===== src/rtl/core/drt_pkg.sv =====
// Shared types, register indexes and period helpers for the divider and reload timer.
package drt_pkg;

  localparam int unsigned TickClocks = 4;
  localparam int unsigned CfgIndexWidth = 2;
  localparam int unsigned CfgDataWidth = 8;

  localparam logic [CfgIndexWidth-1:0] RegTimerEnable = 2'd0;
  localparam logic [CfgIndexWidth-1:0] RegClockSelect = 2'd1;
  localparam logic [CfgIndexWidth-1:0] RegReloadValue = 2'd2;

  typedef enum logic [1:0] {
    SEL_1024 = 2'd0,
    SEL_16   = 2'd1,
    SEL_64   = 2'd2,
    SEL_256  = 2'd3
  } clock_sel_t;

  typedef struct packed {
    logic [7:0] divider_prescale;
    logic [7:0] divider_count;
    logic [9:0] timer_prescale;
    logic [7:0] timer_count;
  } timer_state_t;

  typedef struct packed {
    logic       timer_enable;
    clock_sel_t clock_select;
    logic [7:0] reload_value;
  } timer_cfg_t;

  // Mask that keeps the remainder below the selected period.
  function automatic logic [9:0] period_mask(input clock_sel_t sel);
    logic [9:0] mask;
    case (sel)
      SEL_1024: mask = 10'h3FF;
      SEL_16:   mask = 10'h00F;
      SEL_64:   mask = 10'h03F;
      SEL_256:  mask = 10'h0FF;
      default:  mask = 10'h3FF;
    endcase
    return mask;
  endfunction

  // Right shift that divides by the selected period.
  function automatic logic [3:0] period_shift(input clock_sel_t sel);
    logic [3:0] shift;
    case (sel)
      SEL_1024: shift = 4'd10;
      SEL_16:   shift = 4'd4;
      SEL_64:   shift = 4'd6;
      SEL_256:  shift = 4'd8;
      default:  shift = 4'd10;
    endcase
    return shift;
  endfunction

endpackage


===== src/rtl/core/drt_step.sv =====
// Next-state logic of the timer for one tick or load transaction.
module drt_step (
  input  drt_pkg::timer_state_t state,
  input  drt_pkg::timer_cfg_t   cfg,
  input  logic                  kind,
  input  logic [7:0]            load_value,
  output drt_pkg::timer_state_t state_next,
  output logic                  irq
);
  import drt_pkg::*;

  logic [8:0]  div_sum;
  logic [10:0] acc;
  logic [10:0] inc;
  logic [9:0]  rem;
  logic [8:0]  count_sum;
  logic [9:0]  sum_mod;
  logic [7:0]  reload_sum;

  always_comb begin
    div_sum    = {1'b0, state.divider_prescale} + 9'(TickClocks);
    acc        = {1'b0, state.timer_prescale} + 11'(TickClocks);
    inc        = acc >> period_shift(cfg.clock_select);
    rem        = acc[9:0] & period_mask(cfg.clock_select);
    // The quotient never exceeds 64, so seven bits carry it into the sum.
    count_sum  = {1'b0, state.timer_count} + {2'b00, inc[6:0]};
    sum_mod    = {1'b0, count_sum} & period_mask(cfg.clock_select);
    reload_sum = cfg.reload_value + sum_mod[7:0];

    state_next = state;
    irq        = 1'b0;
    if (kind) begin
      state_next.timer_count = load_value;
    end else begin
      state_next.divider_prescale = div_sum[7:0];
      if (div_sum[8]) begin
        state_next.divider_count = state.divider_count + 8'd1;
      end
      if (cfg.timer_enable) begin
        state_next.timer_prescale = rem;
        if (count_sum[8]) begin
          state_next.timer_count = reload_sum;
          irq                    = 1'b1;
        end else begin
          state_next.timer_count = count_sum[7:0];
        end
      end
    end
  end

endmodule


===== src/rtl/core/divider_and_reload_timer.sv =====
// Top level of the divider and reload timer with its handshake and configuration port.
//
// Input channel: in_valid/in_stall carry one transaction with kind and
// load_value. A tick transaction (kind 0) advances the prescalers by
// TickClocks; a load transaction (kind 1) writes the counter directly.
// Output channel: out_valid/out_stall carry one result per input
// transaction: divider_value, count_value and overflow_irq.
// Configuration: cfg_write_enable with cfg_index and cfg_data writes
// timer_enable (0), clock_select (1) or reload_value (2); other indexes
// are ignored. Write only while no transaction is in flight.
// The result is registered: a transaction accepted in one cycle shows
// its result in the next. Throughput is one transaction per cycle while
// the receiver does not stall, set by the single state update between
// the state registers and the result register. While the receiver stalls,
// the result register holds and in_stall is raised until the result is taken.
// Reset clears all counters, prescalers and configuration registers and
// empties the result register.
module divider_and_reload_timer (
  input  logic                               clk,
  input  logic                               rst,
  input  logic                               cfg_write_enable,
  input  logic [drt_pkg::CfgIndexWidth-1:0]  cfg_index,
  input  logic [drt_pkg::CfgDataWidth-1:0]   cfg_data,
  input  logic                               in_valid,
  output logic                               in_stall,
  input  logic                               kind,
  input  logic [7:0]                         load_value,
  output logic                               out_valid,
  input  logic                               out_stall,
  output logic [7:0]                         divider_value,
  output logic [7:0]                         count_value,
  output logic                               overflow_irq
);
  import drt_pkg::*;

  timer_state_t state;
  timer_state_t state_next;
  timer_cfg_t   cfg;
  logic         irq_next;
  logic         accept;

  assign in_stall = out_valid && out_stall;
  assign accept   = in_valid && !in_stall;

  drt_step u_step (
    .state      (state),
    .cfg        (cfg),
    .kind       (kind),
    .load_value (load_value),
    .state_next (state_next),
    .irq        (irq_next)
  );

  always_ff @(posedge clk) begin
    if (rst) begin
      cfg       <= '0;
      state     <= '0;
      out_valid <= 1'b0;
    end else begin
      if (cfg_write_enable) begin
        case (cfg_index)
          RegTimerEnable: cfg.timer_enable <= cfg_data[0];
          RegClockSelect: cfg.clock_select <= clock_sel_t'(cfg_data[1:0]);
          RegReloadValue: cfg.reload_value <= cfg_data;
          default: ;
        endcase
      end
      if (accept) begin
        state     <= state_next;
        out_valid <= 1'b1;
      end else if (!out_stall) begin
        out_valid <= 1'b0;
      end
    end
  end

  // Result payload needs no reset; it is loaded with every transaction.
  always_ff @(posedge clk) begin
    if (accept) begin
      divider_value <= state_next.divider_count;
      count_value   <= state_next.timer_count;
      overflow_irq  <= irq_next;
    end
  end

endmodule

===== config.mk =====
export PLATFORM = sky130hd
export DESIGN_NAME = divider_and_reload_timer
export DESIGN_NICKNAME = d
export VERILOG_FILES = /design/src/rtl/core/drt_pkg.sv /design/src/rtl/core/drt_step.sv /design/src/rtl/core/divider_and_reload_timer.sv
export SDC_FILE = /design/constraint.sdc
export NUM_CORES = 1
export LEC_CHECK = 0
export BUFFER_PORTS_ARGS = -buffer_cell sky130_fd_sc_hd__buf_2
export CORE_MARGIN = 10
export CORE_UTILIZATION = 60
export DETAILED_ROUTE_END_ITERATION = 8
export PLACE_DENSITY = 0.84
export SYNTH_ARGS = -nofsm -noshare
export SYNTH_HDL_FRONTEND = slang
export SYNTH_SLANG_ARGS = --single-unit

===== constraint.sdc =====
create_clock -name clk -period 7.2 [get_ports clk]
set_clock_uncertainty 0.2 [all_clocks]
set_input_delay 0.72 -clock clk [delete_from_list [all_inputs] [get_ports clk]]
set_output_delay 0.72 -clock clk [all_outputs]
set_load 0.02 [all_outputs]

# After elaboration in Yosys (flattened, before gate mapping)
# Index checks and enable logic that the tools add are counted.
[op_classes]
add_sub_neg = 5
eq_ne = 6
shift = 1
mux = 10
n_bitwise = 4
reduce_logical = 11
[ops]
columns = ["cell", "count"]
rows = [
  ["10-bit one-hot mux with 4 select lines", 1],
  ["18-bit two-way mux", 2],
  ["8-bit two-way mux", 3],
  ["4-bit one-hot mux with 4 select lines", 1],
  ["10-bit by 3-bit adder with 11-bit output, second input constant", 1],
  ["11-bit by 4-bit right shift with 7-bit output", 1],
  ["10-bit AND", 1],
  ["8-bit by 3-bit adder with 9-bit output, second input constant", 1],
  ["8-bit by 7-bit adder with 9-bit output", 1],
  ["8-bit by 1-bit adder with 8-bit output, second input constant", 1],
  ["8-bit adder", 1],
  ["8-bit AND", 1],
  ["2-bit AND reduction", 4],
  ["2-bit equality test, second input constant", 3],
  ["2-bit by 1-bit equality test with 1-bit output, second input constant", 2],
  ["2-bit logical NOT", 2],
  ["1-bit two-way mux", 3],
  ["3-bit AND reduction", 1],
  ["1-bit logical AND", 2],
  ["2-bit by 1-bit != test with 1-bit output, second input constant", 1],
  ["1-bit inverter", 2],
  ["2-bit OR reduction", 1],
  ["1-bit logical NOT", 1],
]
[totals]
reg_bits = 63
input_bits = 24
out_inout_bits = 19
elab_cells = 48

# Logic depth before layout (Yosys ltp)
# Gate-level depths: netlist of run 1.
[depth]
word_depth = 9
mapped_depth = 23
ltp_nobuf = 22

# By module
# From an unflattened synthesis of run 1, not the netlist that was laid out.
[unflattened]
hier_cells = 446
hier_area_um2 = 4182.8
[modules_own_cells]
columns = ["module", "instances", "cells_each", "area_each_um2", "seq_area_each_um2"]
rows = [
  ["divider_and_reload_timer", 1, 216, 2606.2, 1431.4],
  ["drt_step", 1, 230, 1576.5, 0.0],
]

# Worst setup path before layout of run 1
# Ideal clock, no wire load.
[synth_path]
kind = "flip-flop to flip-flop"
startpoint = "register cfg[8] (netlist name)"
endpoint = "register count_value[7], data pin"
setup_time_ns = 0.268
arrival_ns = 4.462
required_ns = 6.732
setup_slack_ns = 2.270
stages_incl_launch_ff = 24
n_path_buf = 1
synth_period_minus_slack_ns = 4.930
path_cell_list = "dfxtp_1 -> inv_1 -> ha_1 -> or2_2 -> clkbuf_1 -> nand2_1 -> o211ai_1 -> o21ai_0 -> o21ai_0 -> ha_1 -> inv_1 -> fa_1 -> nor2b_4 -> o31a_4 -> o21a_1 -> or3_1 -> and3b_1 -> ha_1 -> a211oi_1 -> o2111a_1 -> a2111oi_0 -> o211a_1 -> o311ai_0 -> nand2_1"
[synth_lines]
columns = ["element", "line_no", "rtl"]
rows = [
  ["to (signal assigned)", "divider_and_reload_timer.sv:81", "count_value <= state_next.timer_count;"],
  ["to (decl)", "divider_and_reload_timer.sv:31", "output logic [7:0] count_value,"],
]

==> impl_metrics.ini, run 1 <==
[run_status]
outcome = completed

[placement]
gp_congestion = 0.849
placedCellCount = 486
dpl.hpwl_um = 5810
dp_slack_ns = 2.03
io_buffers = 42

[critical_path]
path_max_fanout = 9
max_stage_delay_ns = 0.40
cp.arrival_ns = 5.12
crit_required_ns = 7.10
cp_top_family = compound AO/OA/AOI/OAI gates
crit_type = reg2reg
worstPathCellList = inv_1, ha_1, or2_2, nand2_1, o211ai_1, o21ai_0, o21ai_0, ha_1, inv_1, fa_1, nor2b_4, o31a_4, o21a_1, or3_1, and3b_1, ha_1, a211oi_1, o2111a_1, a2111oi_0, o211a_1, o311ai_0, nand2_1
crit_path_end_kind = flip-flop
cp_num_buf_inv = 2
cpMostUsedCell = ha_1
cp_slowest_cell = o311ai_0
cp-start-kind = flip-flop

[finish]
final_nets = 471
antenna_cells = 0
area_delta_synth_final_pct = 13.9
register_area_sq_mm = 0.00135
final_cell_mix = nor2_1 (55), dfxtp_1 (42), buf_2 (42), nand2_1 (31), a21oi_1 (26)
layout_commonest_cell = nor2_1
fillers = 422
drive_above_1_share = 0.160
multiInputGateArea_sq_mm = 0.00204
layoutNonFillerInstCount = 502

[yosys]
synth_cell_type_count = 54
async_flop_share = 0
netlist.area_leader.share = 0.242
synthCells = 387
synth_area_sq_mm = 0.00348
syn_area_per_cell_sq_um = 8.99
ys_ff_latch = 59
ys_warn_count = 0
ys.flop_type = dfxtp_1
synthTopCellsByArea = dfxtp_1 (24%), edfxtp_1 (15%), ha_1 (7.2%)
synth_edf_count = 17
syn-num-nets = 433
synth_top_area_cell = dfxtp_1
ys_seq_area_frac = 0.388

[clock_tree]
clock-sinks = 59
worstSkewPairLatency_ns = 0.35
ctsResizeCount = 0
htreeDepth = 3
numCtsBuffers = 9
cts_tree = yes
clock-root-buffer = clkbuf_8
cts_hold_repair.buffers = 0
cts_max_path_buffers = 2
post_cts_buffers = 0
path_clk_slew_ns = 0.07

[global_route]
grt.total_usage = 0.182
grt_max_degree = 40
grt-ovfl-total = 0
grt_pass1_vias = 2947
grt_first_pass_wirelength_um = 13300
antenna_found_initial = 0

[die]
die-area_sq_mm = 0.00925
die-height_um = 96.2
fp.dieW_um = 96.2
io_pins = 43
start_util = 0.624
core-area_sq_mm = 0.00557
placementRows = 27

[sta]
max_slew_margin = 0.515
fin_tns_setup_ns = 0
hold_violations = 0
timing.final.ws_setup_ns = 1.98
maxSlewViolCount = 0
fmax_ghz = 0.192
period_minus_slack_ns = 5.22
fin_crit_sh = 0.725
tightestPinTransition_ns = 0.727
setup_violations = 0
rsz0062_at_grt = false

[power_and_ir_drop]
worst_ir_drop_vdd_uv = 182
switchingPower_w = 0.000204
swShare = 0.249
seqPwrFrac = 0.442
clkPwrFrac = 0.450
comb_power_share = 0.108
internal-power_w = 0.000618
cellLeakagePower_nw = 1.73
power_density_mw_per_mm2 = 207

[routing]
viasPerCell = 5.85
wl_per_cell_um = 15.7
drtIter0Drc = 171
antenna_left = 0
routed_wl_um = 7870
first_pass_iters = 5
drc_errors = 0
num_vias = 2937

[flow_run]
maxCapViolations = 0

[hold_path]
min_path_type = reg2reg
[per-stage QoR]
step | cell area, sq um | hold WS [ns] | utilization | total power (W)
after floorplan | 3480 | 0.266 | - | 0.000431
after global placement | 3720 | 0.279 | 0.668 | 0.000454
after detailed placement | 3720 | 0.287 | 0.668 | 0.000458
after CTS | 3970 | 0.296 | 0.711 | 0.000824
after global routing | 3970 | 0.343 | 0.711 | 0.000851
final | 3970 | 0.299 | 0.711 | 0.000822
[cells in the mapped netlist (all sizes together), types with 2 or more instances]
library cell and instances:
nor3 6, a211oi 5, a32oi 3, nor2 55, mux2i 17, ha 20, fa 2, nand2 31
nor3b 5, o211ai 7, dfxtp 42, nand4 3, edfxtp 17, or3 3, a31o 2, o21a 5
a211o 2, nor2b 5, o211a 2, a21oi 26, xor2 12, a21o 3, clkbuf 15, a311oi 2
o21ai 22, nand3b 3, xnor2 19, inv 10, a31oi 4, o22ai 2, and3 6, nand3 12
nand2b 3
[sequential cells by signal, summed over array words and instances (netlist names)]
register / flops
overflow_irq: 1
count_value: 8
out_valid: 1
cfg: 11
divider_value: 8
state: 30
[per-layer routing]
| layer | GRT usage | routed length (um) |
|---|---|---|
| met1 | 0.215 | 3320 |
| met4 | 0.0688 | 155 |
| met2 | 0.304 | 3720 |
| met5 | 0 | 0 |
| met3 | 0.0545 | 676 |
[worst register-to-register path: stages, from the launching register on]
cell,delay (ns)
dfxtp_1,0.36
inv_1,0.07
ha_1,0.24
or2_2,0.38
nand2_1,0.09
o211ai_1,0.08
o21ai_0,0.12
o21ai_0,0.13
ha_1,0.25
inv_1,0.08
fa_1,0.25
nor2b_4,0.06
o31a_4,0.30
o21a_1,0.18
or3_1,0.32
and3b_1,0.19
ha_1,0.33
a211oi_1,0.29
o2111a_1,0.26
a2111oi_0,0.08
o211a_1,0.23
o311ai_0,0.40
nand2_1,0.09
[worst paths after layout]
check                              start                  endpoint  slack, ns  depth (start not counted)
hold / removal    state[29]$_SDFFE_PP0P_    state[29]$_SDFFE_PP0P_       0.30                          2
setup reg to reg     cfg[8]$_SDFFE_PP0P_  count_value[7]$_DFFE_PP_       1.98                         22
setup / recovery     cfg[8]$_SDFFE_PP0P_  count_value[7]$_DFFE_PP_       1.98                         22
hold reg to reg   state[29]$_SDFFE_PP0P_    state[29]$_SDFFE_PP0P_       0.30                          2
[power groups by stage]
stage	Sequential (W)	Combinational (W)	Clock [W]
6_report	0.000364	0.0000887	0.000370
5_1_grt	0.000365	0.0000989	0.000387
4_1_cts	0.000363	0.0000884	0.000372
3_5_place_dp	0.000371	0.0000874	0
3_3_place_gp	0.000370	0.0000840	0
2_1_floorplan	0.000377	0.0000538	0
[cell type report]
type | instances | area share
Sequential cell | 59 | 0.341
Tap cell | 72 | 0.0227
Timing Repair Buffer | 42 | 0.0530
Clock buffer | 9 | 0.0312
Multi-Input combinational cell | 303 | 0.513
Clock inverter | 7 | 0.0293
Inverter | 10 | 0.00947
[cells by family (layout without fill, tap and decap cells)]
group,after synthesis,after routing,synth area share
AND/OR/NAND/NOR,139,139,0.191
adder cells (fa/ha/maj),22,22,0.0834
flip-flops,59,59,0.388
buffers and inverters,25,68,0.0270
multiplexers,18,18,0.0521
XOR/XNOR,31,31,0.0780
AO/OA/AOI/OAI,93,93,0.180
Note: power is estimated with default switching activity, not from simulation.
==> run 2, diff against run 1 <==
- CORE_UTILIZATION: 60 -> 58
- PLACE_DENSITY: 0.84 -> 0.82
- clock period: 7.2 -> 5.3 ns (I/O delays scaled with it)
==> impl_metrics.ini, run 2 (synthesis results as in run 1) <==
[run_status]
outcome = completed

[die]
placementRows = 28
die-height_um = 97.5
start_util = 0.591
core-area_sq_mm = 0.00589
die-area_sq_mm = 0.00950
io_pins = 43
fp.dieW_um = 97.5

[critical_path]
path_max_fanout = 9
crit_type = reg2reg
crit_required_ns = 5.19
rrSetupSlack_ns = 0.30
cp-start-kind = flip-flop
reg2regPathDepth = 22
r2r_end = count_value[7]$_DFFE_PP_
cp.arrival_ns = 4.89
crit_path_end_kind = flip-flop
r2r_start = cfg[8]$_SDFFE_PP0P_

[clock_tree]
post_cts_buffers = 0
numCtsBuffers = 9
path_clk_slew_ns = 0.06
cts_max_path_buffers = 2
cts_hold_repair.buffers = 0
htreeDepth = 3
clock-root-buffer = clkbuf_8
clock-sinks = 59
worstSkewPairLatency_ns = 0.35
cts_tree = yes

[global_route]
grt-ovfl-total = 0
grt_pass1_vias = 3047
grt_max_degree = 40
grt_first_pass_wirelength_um = 14200
grt.total_usage = 0.177
antenna_found_initial = 0

[hold_path]
holdPathEnd = cfg[3]$_SDFFE_PP0P_
worst_hold_startpoint = cfg_data[3]
whs_path_depth = 3
min_path_type = in2reg

[routing]
drc_errors = 0
first_pass_iters = 5
antenna_left = 0
routed_wl_um = 8450
viasPerCell = 6.18
drtIter0Drc = 241
wl_per_cell_um = 16.7
num_vias = 3128

[finish]
antenna_cells = 0
final_cell_mix = nor2_1 (55), dfxtp_1 (42), buf_2 (42), nand2_1 (31), a21oi_1 (26)
layout_commonest_cell = nor2_1
utilization = 0.673
final_nets = 472
largest_reg_flops = 30
multiInputGateArea_sq_mm = 0.00205
design_area_sq_mm = 0.00396
reg_top3 = state: 30 flops, cfg: 11 flops
register_area_sq_mm = 0.00135
area_delta_synth_final_pct = 13.9
top_register = state
fillers = 469
drive_above_1_share = 0.165

[sta]
max_slew_margin = 0.504
maxSlewViolCount = 0
fmax_ghz = 0.200
hold_violations = 0
setup_violations = 0
period_minus_slack_ns = 5.00
tightestPinTransition_ns = 0.744
hold_ws_ns = 0.213
fin_crit_sh = 0.943
timing.final.ws_setup_ns = 0.303

[placement]
dpl.hpwl_um = 6010
io_buffers = 42
dp_slack_ns = 0.0557
gp_congestion = 0.935
dpl-instance-area_sq_mm = 0.00374

[power_and_ir_drop]
cellLeakagePower_nw = 1.72
power_density_mw_per_mm2 = 267
worst_ir_drop_vdd_uv = 193

[flow_run]
maxCapViolations = 0
run 2: critical path: stages, from the launching register on:
cell	delay (ns)
dfxtp_1	0.35
inv_1	0.07
ha_1	0.26
or2_4	0.31
nand2_1	0.08
o211ai_1	0.08
o21ai_1	0.14
o21ai_0	0.12
ha_1	0.23
inv_1	0.08
fa_2	0.24
nor2b_4	0.05
o31a_4	0.31
o21a_1	0.18
or3_1	0.33
and3b_1	0.19
ha_1	0.33
a211oi_2	0.24
o2111a_1	0.25
a2111oi_1	0.06
o211a_1	0.23
o311ai_2	0.30
nand2_1	0.09
run 2: power breakdown:
part / switching [W] / internal, W / total (W)
logic: 0.0000765 / 0.0000468 / 0.000123
clock network: 0.000181 / 0.000261 / 0.000443
registers: 0.0000115 / 0.000482 / 0.000494
run 2: per-layer routing:
| layer | wire length (um) | global-route usage | part of all wire |
|---|---|---|---|
| met5 | 0 | 0 | 0 |
| met4 | 131 | 0.0772 | 0.016 |
| met3 | 622 | 0.0448 | 0.074 |
| met2 | 4160 | 0.290 | 0.49 |
| met1 | 3540 | 0.215 | 0.42 |
run 2: worst max path at each step:
stage | startpoint | end | slack (ns) | cells after the start
2_1_floorplan | cfg[8]$_SDFFE_PP0P_ | count_value[7]$_DFFE_PP_ | 0.37 | 23
3_3_place_gp | cfg[8]$_SDFFE_PP0P_ | count_value[7]$_DFFE_PP_ | 0.30 | 22
3_5_place_dp | cfg[9]$_SDFFE_PP0P_ | count_value[7]$_DFFE_PP_ | 0.06 | 22
4_1_cts | cfg[8]$_SDFFE_PP0P_ | count_value[7]$_DFFE_PP_ | 0.009 | 22
5_1_grt | cfg[9]$_SDFFE_PP0P_ | count_value[7]$_DFFE_PP_ | -0.01 | 22
6_report | cfg[8]$_SDFFE_PP0P_ | count_value[7]$_DFFE_PP_ | 0.30 | 22
run 2: layout make-up:
type / count / area share
clock inverter: 6 / 0.0205
tap: 75 / 0.0237
timing repair buffer: 43 / 0.0549
inverter: 10 / 0.00947
clock buffer: 10 / 0.0322
sequential: 59 / 0.341
multi-input combinational: 303 / 0.518
run 2: timing repair:
action	4_1_cts	5_1_grt
setup endpoints to repair	0	2
hold endpoints to repair	0	0
resized for setup	0	7
run 2: per-stage QoR:
step	setup TNS (ns)	cells	power, W
3_3_place_gp	0	490	0.000618
6_report	0	506	0.00106
5_1_grt	-0.0147	506	0.00110
3_5_place_dp	0	490	0.000623
4_1_cts	0	506	0.00106
2_1_floorplan	0	387	0.000585
